$ cat src/rtl/lcdti_pkg.sv
package lcdti_pkg;

    typedef enum logic [1:0] {
        OP_TICK  = 2'd0,
        OP_WRITE = 2'd1,
        OP_READ  = 2'd2,
        OP_CHECK = 2'd3
    } op_t;

    typedef enum logic [1:0] {
        CFG_DOTS_PER_LINE   = 2'd0,
        CFG_HBLANK_DOT      = 2'd1,
        CFG_LINES_PER_FRAME = 2'd2,
        CFG_VBLANK_LINE     = 2'd3
    } cfg_idx_t;

    localparam int OFFSET_W   = 10;
    localparam int DOT_W      = 12;
    localparam int LINE_W     = 8;
    localparam int RAISE_W    = 14;
    localparam int IRQ_W      = 16;
    localparam int CFG_DATA_W = 12;

    localparam logic [OFFSET_W-1:0] OFF_STATUS   = 10'h004;
    localparam logic [OFFSET_W-1:0] OFF_MATCH    = 10'h005;
    localparam logic [OFFSET_W-1:0] OFF_LINE     = 10'h006;
    localparam logic [OFFSET_W-1:0] OFF_IE_LO    = 10'h200;
    localparam logic [OFFSET_W-1:0] OFF_IE_HI    = 10'h201;
    localparam logic [OFFSET_W-1:0] OFF_IF_LO    = 10'h202;
    localparam logic [OFFSET_W-1:0] OFF_IF_HI    = 10'h203;
    localparam logic [OFFSET_W-1:0] OFF_IME_LO   = 10'h208;
    localparam logic [OFFSET_W-1:0] OFF_IME_HI   = 10'h209;
    localparam logic [OFFSET_W-1:0] OFF_HALT     = 10'h301;

    localparam logic [DOT_W-1:0]  RST_DOTS_PER_LINE   = 12'd1232;
    localparam logic [DOT_W-1:0]  RST_HBLANK_DOT      = 12'd960;
    localparam logic [LINE_W-1:0] RST_LINES_PER_FRAME = 8'd228;
    localparam logic [LINE_W-1:0] RST_VBLANK_LINE     = 8'd160;

    localparam logic [7:0] STAT_WR_MASK   = 8'h38;
    localparam logic [7:0] STAT_KEEP_MASK = 8'h07;

    // status bit positions
    localparam int ST_VBLANK    = 0;
    localparam int ST_HBLANK    = 1;
    localparam int ST_MATCH     = 2;
    localparam int ST_VBLANK_IE = 3;
    localparam int ST_HBLANK_IE = 4;
    localparam int ST_MATCH_IE  = 5;

    // interrupt flag positions
    localparam int IRQ_VBLANK = 0;
    localparam int IRQ_HBLANK = 1;
    localparam int IRQ_MATCH  = 2;

    localparam int HALT_BIT = 7;

    typedef struct packed {
        op_t                 opcode;
        logic [OFFSET_W-1:0] reg_offset;
        logic [7:0]          write_data;
        logic [RAISE_W-1:0]  raise_irq_bits;
        logic                cpu_in_irq_mode;
        logic                cpu_irq_disabled;
    } item_t;

    typedef struct packed {
        logic [7:0]        read_data;
        logic              hblank_visible_event;
        logic [LINE_W-1:0] line_number;
        logic              vblank_event;
        logic              irq_take;
        logic              wake;
        logic              halt_request;
    } result_t;

    typedef struct packed {
        logic                  valid;
        cfg_idx_t              index;
        logic [CFG_DATA_W-1:0] data;
    } cfg_wr_t;

endpackage

$ cat src/rtl/lcdti_core.sv
module lcdti_core
    import lcdti_pkg::*;
(
    input  logic    clk,
    input  logic    rst_n,
    input  cfg_wr_t cfg,
    input  logic    item_fire,
    input  item_t   item,
    output result_t res
);

    logic [DOT_W-1:0]  dots_per_line_reg;
    logic [DOT_W-1:0]  hblank_dot_reg;
    logic [LINE_W-1:0] lines_per_frame_reg;
    logic [LINE_W-1:0] vblank_line_reg;

    logic [DOT_W-1:0]  dot_count_reg,  dot_count_next;
    logic [LINE_W-1:0] line_count_reg, line_count_next;
    logic [7:0]        status_reg,     status_next;
    logic [LINE_W-1:0] match_reg,      match_next;
    logic [IRQ_W-1:0]  ie_reg,         ie_next;
    logic [IRQ_W-1:0]  if_reg,         if_next;
    logic [IRQ_W-1:0]  ime_reg,        ime_next;

    logic [DOT_W-1:0]  dot_inc;
    logic [LINE_W:0]   line_inc;
    logic [LINE_W-1:0] line_wrap;
    logic              pending;
    logic [7:0]        rd_byte;

    assign dot_inc   = dot_count_reg + {{(DOT_W-1){1'b0}}, 1'b1};
    assign line_inc  = {1'b0, line_count_reg} + {{LINE_W{1'b0}}, 1'b1};
    assign line_wrap = (line_inc >= {1'b0, lines_per_frame_reg}) ? '0 : line_inc[LINE_W-1:0];
    assign pending   = |(ie_reg & if_reg);

    always_ff @(posedge clk or negedge rst_n)
    begin
        if (!rst_n)
        begin
            dots_per_line_reg   <= RST_DOTS_PER_LINE;
            hblank_dot_reg      <= RST_HBLANK_DOT;
            lines_per_frame_reg <= RST_LINES_PER_FRAME;
            vblank_line_reg     <= RST_VBLANK_LINE;
        end
        else if (cfg.valid)
        begin
            unique case (cfg.index)
                CFG_DOTS_PER_LINE:   dots_per_line_reg   <= cfg.data;
                CFG_HBLANK_DOT:      hblank_dot_reg      <= cfg.data;
                CFG_LINES_PER_FRAME: lines_per_frame_reg <= cfg.data[LINE_W-1:0];
                CFG_VBLANK_LINE:     vblank_line_reg     <= cfg.data[LINE_W-1:0];
                default:             ;
            endcase
        end
    end

    always_comb
    begin
        unique case (item.reg_offset)
            OFF_STATUS: rd_byte = status_reg;
            OFF_MATCH:  rd_byte = match_reg;
            OFF_LINE:   rd_byte = line_count_reg;
            OFF_IE_LO:  rd_byte = ie_reg[7:0];
            OFF_IE_HI:  rd_byte = ie_reg[15:8];
            OFF_IF_LO:  rd_byte = if_reg[7:0];
            OFF_IF_HI:  rd_byte = if_reg[15:8];
            OFF_IME_LO: rd_byte = ime_reg[7:0];
            OFF_IME_HI: rd_byte = ime_reg[15:8];
            default:    rd_byte = 8'd0;
        endcase
    end

    always_comb
    begin
        dot_count_next  = dot_count_reg;
        line_count_next = line_count_reg;
        status_next     = status_reg;
        match_next      = match_reg;
        ie_next         = ie_reg;
        if_next         = if_reg;
        ime_next        = ime_reg;
        res             = '0;

        unique case (item.opcode)
            OP_TICK:
            begin
                if_next        = if_reg | {{(IRQ_W-RAISE_W){1'b0}}, item.raise_irq_bits};
                dot_count_next = dot_inc;
                if (dot_inc == hblank_dot_reg)
                begin
                    status_next[ST_HBLANK] = 1'b1;
                    if (status_next[ST_HBLANK_IE])
                    begin
                        if_next[IRQ_HBLANK] = 1'b1;
                    end
                    res.hblank_visible_event = (line_count_reg < vblank_line_reg);
                end
                // end of line
                if (dot_inc >= dots_per_line_reg)
                begin
                    dot_count_next         = '0;
                    status_next[ST_HBLANK] = 1'b0;
                    line_count_next        = line_wrap;
                    if (line_wrap == match_reg)
                    begin
                        status_next[ST_MATCH] = 1'b1;
                        if (status_next[ST_MATCH_IE])
                        begin
                            if_next[IRQ_MATCH] = 1'b1;
                        end
                    end
                    else
                    begin
                        status_next[ST_MATCH] = 1'b0;
                    end
                    if (line_wrap == vblank_line_reg)
                    begin
                        status_next[ST_VBLANK] = 1'b1;
                        if (status_next[ST_VBLANK_IE])
                        begin
                            if_next[IRQ_VBLANK] = 1'b1;
                        end
                        res.vblank_event = 1'b1;
                    end
                    else if (line_wrap == '0)
                    begin
                        status_next[ST_VBLANK] = 1'b0;
                    end
                end
            end
            OP_WRITE:
            begin
                unique case (item.reg_offset)
                    OFF_STATUS: status_next = (status_reg & STAT_KEEP_MASK)
                                            | (item.write_data & STAT_WR_MASK);
                    OFF_MATCH:  match_next = item.write_data;
                    OFF_IE_LO:  ie_next[7:0] = item.write_data;
                    OFF_IE_HI:  ie_next[15:8] = item.write_data;
                    OFF_IF_LO:  if_next[7:0] = if_reg[7:0] & ~item.write_data;
                    OFF_IF_HI:  if_next[15:8] = if_reg[15:8] & ~item.write_data;
                    OFF_IME_LO: ime_next[7:0] = item.write_data;
                    OFF_IME_HI: ime_next[15:8] = item.write_data;
                    OFF_HALT:   res.halt_request = ~item.write_data[HALT_BIT];
                    default:    ;
                endcase
            end
            OP_READ:
            begin
                res.read_data = rd_byte;
            end
            OP_CHECK:
            begin
                res.wake     = pending;
                res.irq_take = pending && ime_reg[0] && !item.cpu_in_irq_mode
                               && !item.cpu_irq_disabled;
            end
            default: ;
        endcase

        res.line_number = line_count_next;
    end

    always_ff @(posedge clk or negedge rst_n)
    begin
        if (!rst_n)
        begin
            dot_count_reg  <= '0;
            line_count_reg <= '0;
            status_reg     <= '0;
            match_reg      <= '0;
            ie_reg         <= '0;
            if_reg         <= '0;
            ime_reg        <= '0;
        end
        else if (item_fire)
        begin
            dot_count_reg  <= dot_count_next;
            line_count_reg <= line_count_next;
            status_reg     <= status_next;
            match_reg      <= match_next;
            ie_reg         <= ie_next;
            if_reg         <= if_next;
            ime_reg        <= ime_next;
        end
    end

`ifndef SYNTH
    a_line_follows_result: assert property (@(posedge clk) disable iff (!rst_n)
        item_fire |=> line_count_reg == $past(res.line_number))
        else $error("line counter differs from reported line");

    a_check_keeps_state: assert property (@(posedge clk) disable iff (!rst_n)
        item_fire && item.opcode == OP_CHECK |=>
            $stable(if_reg) && $stable(status_reg) && $stable(dot_count_reg))
        else $error("check item changed state");

    a_take_needs_wake: assert property (@(posedge clk) disable iff (!rst_n)
        res.irq_take |-> res.wake && ime_reg[0])
        else $error("irq taken without pending enabled interrupt");

    a_dot_in_line: assert property (@(posedge clk) disable iff (!rst_n)
        item_fire && item.opcode != OP_TICK |=> $stable(dot_count_reg)
            && $stable(line_count_reg))
        else $error("timing advanced on a non-tick item");
`endif

endmodule

$ cat src/rtl/lcd_timing_and_interrupt_flags_unit.sv
// Scanline timing generator with status byte and interrupt flags. One item
// is accepted every clock cycle while the output is not stalled; its result
// leaves through the input register, then the result register, and the next
// item may enter while a result waits on m_axis_tready. The sustained rate of
// one item per cycle is set by the single update of the timing and interrupt
// registers between the two registers. Configuration writes are taken on every
// cycle and must only be issued while no item is in flight.
module lcd_timing_and_interrupt_flags_unit
    import lcdti_pkg::*;
(
    input  logic                  clk,
    input  logic                  rst_n,
    input  logic                  s_axis_tvalid,
    output logic                  s_axis_tready,
    // reg_offset, write_data, raise_irq_bits, cpu_in_irq_mode, cpu_irq_disabled
    input  logic [39:0]           s_axis_tdata,
    // opcode
    input  logic [1:0]            s_axis_tuser,
    output logic                  m_axis_tvalid,
    input  logic                  m_axis_tready,
    // read_data, hblank_visible_event, line_number, vblank_event, irq_take,
    // wake, halt_request
    output logic [23:0]           m_axis_tdata,
    input  logic                  cfg_valid,
    output logic                  cfg_ready,
    input  logic [1:0]            cfg_index,
    input  logic [CFG_DATA_W-1:0] cfg_data
);

    logic    in_valid_reg;
    item_t   in_item_reg;
    logic    out_valid_reg;
    result_t out_res_reg;
    result_t core_res;
    item_t   s_item;
    cfg_wr_t cfg;
    logic    advance;
    logic    s_fire;

    assign cfg_ready = 1'b1;
    assign cfg.valid = cfg_valid;
    assign cfg.index = cfg_idx_t'(cfg_index);
    assign cfg.data  = cfg_data;

    assign s_item.opcode           = op_t'(s_axis_tuser);
    assign s_item.reg_offset       = s_axis_tdata[9:0];
    assign s_item.write_data       = s_axis_tdata[17:10];
    assign s_item.raise_irq_bits   = s_axis_tdata[31:18];
    assign s_item.cpu_in_irq_mode  = s_axis_tdata[32];
    assign s_item.cpu_irq_disabled = s_axis_tdata[33];

    assign advance       = in_valid_reg && (!out_valid_reg || m_axis_tready);
    assign s_axis_tready = !in_valid_reg || advance;
    assign s_fire        = s_axis_tvalid && s_axis_tready;

    lcdti_core u_core (
        .clk       (clk),
        .rst_n     (rst_n),
        .cfg       (cfg),
        .item_fire (advance),
        .item      (in_item_reg),
        .res       (core_res)
    );

    always_ff @(posedge clk or negedge rst_n)
    begin
        if (!rst_n)
        begin
            in_valid_reg  <= 1'b0;
            out_valid_reg <= 1'b0;
        end
        else
        begin
            if (s_fire)
            begin
                in_valid_reg <= 1'b1;
            end
            else if (advance)
            begin
                in_valid_reg <= 1'b0;
            end
            if (advance)
            begin
                out_valid_reg <= 1'b1;
            end
            else if (m_axis_tready)
            begin
                out_valid_reg <= 1'b0;
            end
        end
    end

    always_ff @(posedge clk)
    begin
        if (s_fire)
        begin
            in_item_reg <= s_item;
        end
        if (advance)
        begin
            out_res_reg <= core_res;
        end
    end

    assign m_axis_tvalid = out_valid_reg;
    assign m_axis_tdata  = {3'b000,
                            out_res_reg.halt_request,
                            out_res_reg.wake,
                            out_res_reg.irq_take,
                            out_res_reg.vblank_event,
                            out_res_reg.line_number,
                            out_res_reg.hblank_visible_event,
                            out_res_reg.read_data};

endmodule
$ cat config.mk
export PLATFORM = sky130hd
export DESIGN_NAME = lcd_timing_and_interrupt_flags_unit
export DESIGN_NICKNAME = d
export VERILOG_FILES = /design/src/rtl/lcdti_pkg.sv /design/src/rtl/lcdti_core.sv /design/src/rtl/lcd_timing_and_interrupt_flags_unit.sv
export SDC_FILE = /design/constraint.sdc
export NUM_CORES = 1
export LEC_CHECK = 0
export BUFFER_PORTS_ARGS = -buffer_cell sky130_fd_sc_hd__buf_2
export CAP_MARGIN = 40
export CORE_MARGIN = 3
export CORE_UTILIZATION = 41
export CTS_BUF_LIST = sky130_fd_sc_hd__clkbuf_8
export DETAILED_ROUTE_END_ITERATION = 8
export SLEW_MARGIN = 40
export SYNTH_ARGS = -nofsm -noshare
export SYNTH_HDL_FRONTEND = slang
export SYNTH_HIERARCHICAL = 1
export SYNTH_SLANG_ARGS = --single-unit
$ cat constraint.sdc
create_clock -name clk -period 3.59 [get_ports clk]
set_clock_uncertainty 0.15 [all_clocks]
set_input_delay 0.1795 -clock clk [delete_from_list [all_inputs] [get_ports clk]]
set_output_delay 0.1795 -clock clk [all_outputs]
set_load 0.005 [all_outputs]
==> Word level (Yosys, flattened, before mapping) <==
Cells that the tools add are included.
{ "op_classes": {"add_sub_neg": 2, "magnitude_cmp": 3, "n_eq_ne": 25, "mux": 28, "bitwise": 7, "n_reduce_logical": 37} }
{ "op_table": {"columns": ["cell", "count"], "rows": [
  ["$pmux W8 S9", 1],
  ["$eq A10 B10 Y1 const B", 7],
  ["$mux W8", 5],
  ["$pmux W16 S2", 1],
  ["$eq A10 B3 Y1 const B", 3],
  ["$reduce_and A3 Y1", 8],
  ["$mux W1", 17],
  ["$and A16 B16 Y16", 1],
  ["$and A8 B8 Y8", 2],
  ["$eq A8 B8 Y1", 2],
  ["$or A16 B14 Y16", 1],
  ["$reduce_and A2 Y1", 8],
  ["$reduce_or A16 Y1", 1],
  ["$add A12 B1 Y12 const B", 1],
  ["$eq A12 B12 Y1", 1],
  ["$ge A12 B12 Y1", 1],
  ["$mux W12", 1],
  ["$add A8 B1 Y9 const B", 1],
  ["$ge A9 B8 Y1", 1],
  ["$eq A2 B2 Y1 const B", 4],
  ["$logic_not A8 Y1", 1],
  ["$lt A8 B8 Y1", 1],
  ["$not A8 Y8", 1],
  ["$reduce_and A4 Y1", 2],
  ["other kinds (14)", 30]
]} }
{ "word_totals": {"register_bits": 181, "inputBits": 61, "output_inout_bits": 27, "wordCells": 134} }

==> Logic depth before layout (Yosys ltp) <==
{ "logic_depth": {"depth_word": 8, "mapped_depth": 13, "mapped_depth_nobuf": 12} }

==> By module <==
The synthesis kept the hierarchy.
{ "by_module_without_submodules": {"columns": ["module", "instances", "cells_per_inst", "area_per_inst_um2", "seq_area_each_um2"], "rows": [
  ["lcdti_core", 1, 715, 7262.0, 3070.4],
  ["lcd_timing_and_interrupt_flags_unit", 1, 71, 1853.0, 1761.7]
]} }

==> Worst setup path after synthesis <==
OpenSTA, ideal clock, no wires.
{ "synth_path": {"path_type": "reg2reg", "from": "register u_core.line_count_reg[2]", "to": "register out_res_reg (netlist bit m_axis_tdata[17]) (data pin)", "setup_ps": 142, "arrival_ps": 3182, "required_ps": 3298, "setup_slack_ps": 115, "stages_incl_launch_ff": 13, "n_path_buf": 1, "period_less_slack_ps": 3475, "cell_sequence": "dfrtp_1 buf_4 and3_1 and3_1 xor2_1 ha_1 and3_1 nor2b_1 or4_4 nor2_4 a21oi_1 a2111oi_2 nor2b_1"} }
{ "synth_via": {"elab_chain_len": 5} }
{ "synth_lines": {"columns": ["element", "line_no", "text"], "rows": [
  ["start, declared", "lcdti_core.sv:18", "logic [LINE_W-1:0] line_count_reg, line_count_next;"],
  ["start signal, assigned", "lcdti_core.sv:178", "line_count_reg <= line_count_next;"],
  ["$add A8 B1 Y9 *", "lcdti_core.sv:32", "assign line_inc = {1'b0, line_count_reg} + {{LINE_W{1'b0}}, 1'b1};"],
  ["$ge A9 B8 Y1", "lcdti_core.sv:33", "assign line_wrap = (line_inc >= {1'b0, lines_per_frame_reg}) ? '0 : line_inc[LINE_W-1:0];"],
  ["$mux W8 *", "lcdti_core.sv:33", null],
  ["$eq A8 B8 Y1 *", "lcdti_core.sv:116", "if (line_wrap == vblank_line_reg)"],
  ["$mux W1 *", "lcdti_core.sv:116", null],
  ["end signal, assigned", "lcd_timing_and_interrupt_flags_unit.sv:101", "out_res_reg <= core_res;"],
  ["end, declared", "lcd_timing_and_interrupt_flags_unit.sv:33", "result_t out_res_reg;"]
]} }
Mark *: on every way between the ends. The rest lies on a longest branch, timed or not.
A chain may end at the register's enable or synchronous reset.

==> Worst setup path in the final report <==
{ "layout_path": {"from": "register u_core.line_count_reg[1]", "to": "register out_res_reg (netlist bit m_axis_tdata[17]) (data pin)"} }
Same word-level chain as after synthesis.

==> impl_results.md <==
- Critical Path Slowest Stage Cell: sky130_fd_sc_hd__or4_4
- Final count of pins violating max slew: 0
- Top area cells in the synthesized netlist: sky130_fd_sc_hd__dfrtp_1 30%, sky130_fd_sc_hd__edfxtp_1 19%, sky130_fd_sc_hd__mux2_2 8.8%, sky130_fd_sc_hd__dfstp_2 4.0%, sky130_fd_sc_hd__ha_1 4.0%
- Total wirelength of the detailed-routed design: 23000 um
- Routed length per placed instance: ~19 um
- Buffers plus inverters on the worst setup path: 1
- Cell count after placement: about 1100
- Area of the mapped netlist: just over 9000 um2
- Count of vias placed by the detailed router: between 6000 and 7000
- Layout overhead on the synthesized area: 22.4%
- Average via count per standard cell: ~5.5
- Total congestion overflow: 0
- Vias in the first global route: roughly 6600
- Class of the worst hold path: in2reg
- Count leader, synth: sky130_fd_sc_hd__dfrtp_1
- Port Buf Inserts: 77
- Crit path max-delay family: simple AND/OR/NAND/NOR gates
- Overall routing resource usage: about a fifth
- DP Wirelength: approximately 16000 um
- Final core utilization: a little over half
- Starting density of the core: between 40 and 50%
- Proportion of synthesized flip-flops having asynchronous set or reset: about 69%
- Unrepaired setup endpoints after global routing: true
- Total core area: ~21000 um2
- Critical path fanouts, max: 6
- Wire length of the first global-routing pass: about 37000 um
- Die Area: 24100 um2
- Longest Clk Path Bufs: 2
- Root buf cell: sky130_fd_sc_hd__clkbuf_8
- Fill cell instance count of the final layout: between 1500 and 2000
- Filler-free cell count of the finished design: approximately 1200
- Clock net sink count: 181
- Worst path cell trace: ha_4 > nand3_4 > or3_4 > nand2_4 > ha_4 > and3_4 > nor2b_4 > or4_4 > nor2_4 > a21oi_2 > a2111oi_2 > buf_4 > nor2b_4
- Boundary Pins: 88
- Cell accounting for the most synthesized area: sky130_fd_sc_hd__dfrtp_1
- MaxCap Viol Count: 0
- Maximum VDD drop: around 0.27 mV
- Sort of element at the end of the critical path: register
- Remaining design rule violation count: 0
- Largest register FFs: 36
- Number of flops mapped to enable cells by yosys: 57
- Primary flip-flop cell chosen by synthesis mapping: sky130_fd_sc_hd__dfrtp_1
- CTS Buf Count: 17
- CTS H-tree depth: 4
- Synth Register Bits: 181
- Slew at the pin with the worst max-slew slack: around 790 ps
- Gate count of the mapped netlist: 786
- # nets final: between 1000 and 1500
- Most frequent cells after synthesis: 110 x sky130_fd_sc_hd__dfrtp_1, 75 x sky130_fd_sc_hd__nand2_1, 71 x sky130_fd_sc_hd__mux2_2, 57 x sky130_fd_sc_hd__edfxtp_1, 56 x sky130_fd_sc_hd__o21ai_0
- Shortest clock period the worst path allows after layout: about 3500 ps
- Required arrival time at the worst endpoint: 3770 ps
- Final weighted congestion of routability-driven global placement: between 0.8 and 0.9
- Number of antenna violations at the first check in global routing: 0
- Power per standard cell area: around 420 nW/um2
- Fmax achieved: between 200 and 300 MHz
- Startpoint kind of the worst setup timing path: register
- Largest net degree at the start of global routing: between 50 and 60
- Count of nets left with antenna violations after detail routing: 0
- Width of the die: about 160 um
- Post-synth top area share: 30.2%
- Max-slew headroom: between 40 and 50%
- Layout cells sized above 1: between 20 and 30%
- Result of the run: finished clean
- Arrival time reported for the critical path endpoint: between 3000 and 4000 ps
- Type of the setup path with the least slack: reg2reg
- Count of warnings emitted by yosys: 6
- Cell row count: between 50 and 60
- Tightest hold margin: around 67 ps
- Vertical extent of the die: around 160 um
- First-pass iteration count of the detailed router: 5
- Worst-skew pair later-pin latency: roughly 460 ps
- Distinct cells, synth: 85
- Final critical-path share of the clock period: a little over nine tenths
- Count of final setup violators: 0
- Cell leakage power: 4.81 nW
- Clk slew on worst S/H paths: around 90 ps
- Final number of hold-violating endpoints: 0
- N_diodes: 0
- Sequential fraction of the synthesis area: between 50% and 60%
- Average instance area after synthesis: 11.6 um2
- Worst Setup Slack post-DPL: roughly 32 ps
- Worst stage delay on the critical path: between 500 and 600 ps
- CTS tree: built
- Initial DRC count: 536
- Worst-case setup margin in the final layout: between 80 and 90 ps
-- worst paths after layout --
| check | depth (start not counted) | start | slack [ps] | endpoint |
|---|---|---|---|---|
| worst max-delay path | 13 | u_core/line_count_reg[1] | 80 | m_axis_tdata[17] |
| worst min-delay path | 5 | cfg_index[1] | 70 | u_core/dots_per_line_reg[4] |
| worst max register to register | 13 | u_core/line_count_reg[1] | 80 | m_axis_tdata[17] |
| worst min register to register | 1 | in_item_reg[8] | 330 | u_core/if_reg[6] |
| max in group asynchronous | 3 | rst_n | 2330 | u_core/lines_per_frame_reg[5] |
| min in group asynchronous | 2 | rst_n | 150 | u_core/hblank_dot_reg[11] |
-- per-stage QoR --
step	instance area, um2	total power [mW]	TNS (ps)
after floorplan	9120	2.92	0
after global placement	10000	3.17	0
after detailed placement	10000	3.19	0
after CTS	11000	4.68	0
after global routing	11200	4.88	-69.8
final	11200	4.64	0
-- layout make-up --
type                    count  area [um2]  share of cell area (%)
flip-flops and latches    181        4840                    43.4
clock buffers              19         262                    2.34
repair buffers            179        1300                    11.7
inverters                  33         124                    1.11
clock inverters            13         146                    1.31
well taps                 275         344                    3.08
multi-input cells         539        4140                    37.1
-- what timing repair did --
action                                  in CTS  in global routing
setup buffers                                0                  7
endpoints found under the setup margin       1                  7
cloned                                       0                  0
pin swaps                                    0                  9
endpoints found under the hold margin      120                  0
gates resized for setup                      2                 27
hold buffers                                52                  0
-- layout by cell type, fill, tap and decap left out, drive strengths merged, types with 5 or more instances in the layout --
master / n
a22oi: 14
nand2: 76
mux2i: 7
nor2b: 9
a21oi: 33
nor3: 11
dfrtp: 110
inv: 39
dfstp: 14
and3: 12
o21ai: 58
nand2b: 14
edfxtp: 57
buf: 127
clkbuf: 19
nand4: 10
a31oi: 13
a21o: 13
a22o: 5
ha: 29
mux2: 72
nor4: 6
nand3: 14
nor2: 21
a221oi: 12
o31ai: 10
dlygate4sd3: 52
xnor2: 15
xor2: 12
-- worst reg2reg max path, stage by stage, from the launching register on --
cell and delay [ps]:
sky130_fd_sc_hd__dfrtp_2 430, sky130_fd_sc_hd__ha_4 180, sky130_fd_sc_hd__nand3_4 90, sky130_fd_sc_hd__or3_4 400, sky130_fd_sc_hd__nand2_4 80, sky130_fd_sc_hd__ha_4 200, sky130_fd_sc_hd__and3_4 170, sky130_fd_sc_hd__nor2b_4 120
sky130_fd_sc_hd__or4_4 570, sky130_fd_sc_hd__nor2_4 230, sky130_fd_sc_hd__a21oi_2 90, sky130_fd_sc_hd__a2111oi_2 350, sky130_fd_sc_hd__buf_4 190, sky130_fd_sc_hd__nor2b_4 120
-- power by group --
part           switching [mW]  internal [mW]
combinational           0.370          0.358
clock                   0.766          0.667
sequential              0.154           2.33
-- routing by layer --
metal / GRT usage, % / vias up / routed length [um]
li1: - / 3256 / -
met5: 0 / - / 0
met1: 29.5 / 3395 / 11400
met2: 28.9 / 190 / 10400
met4: 5.09 / 0 / 307
met3: 2.89 / 27 / 1000
-- cell families (layout without fill, tap and decap cells) --
logic type | count (synthesis) | in the layout | share of synthesized area (%)
AOI/OAI and AO/OA | 197 | 197 | 14.4
xor gates and xnor gates | 30 | 30 | 3.35
adders and majority gates | 29 | 29 | 3.98
buffers and inverters | 68 | 244 | 3.10
DFF | 181 | 181 | 53.0
muxes | 79 | 79 | 9.66
other | 2 | 4 | 0.0824
and+or+nand+nor | 200 | 200 | 12.4
Note: power is estimated with default switching activity, not from simulation.
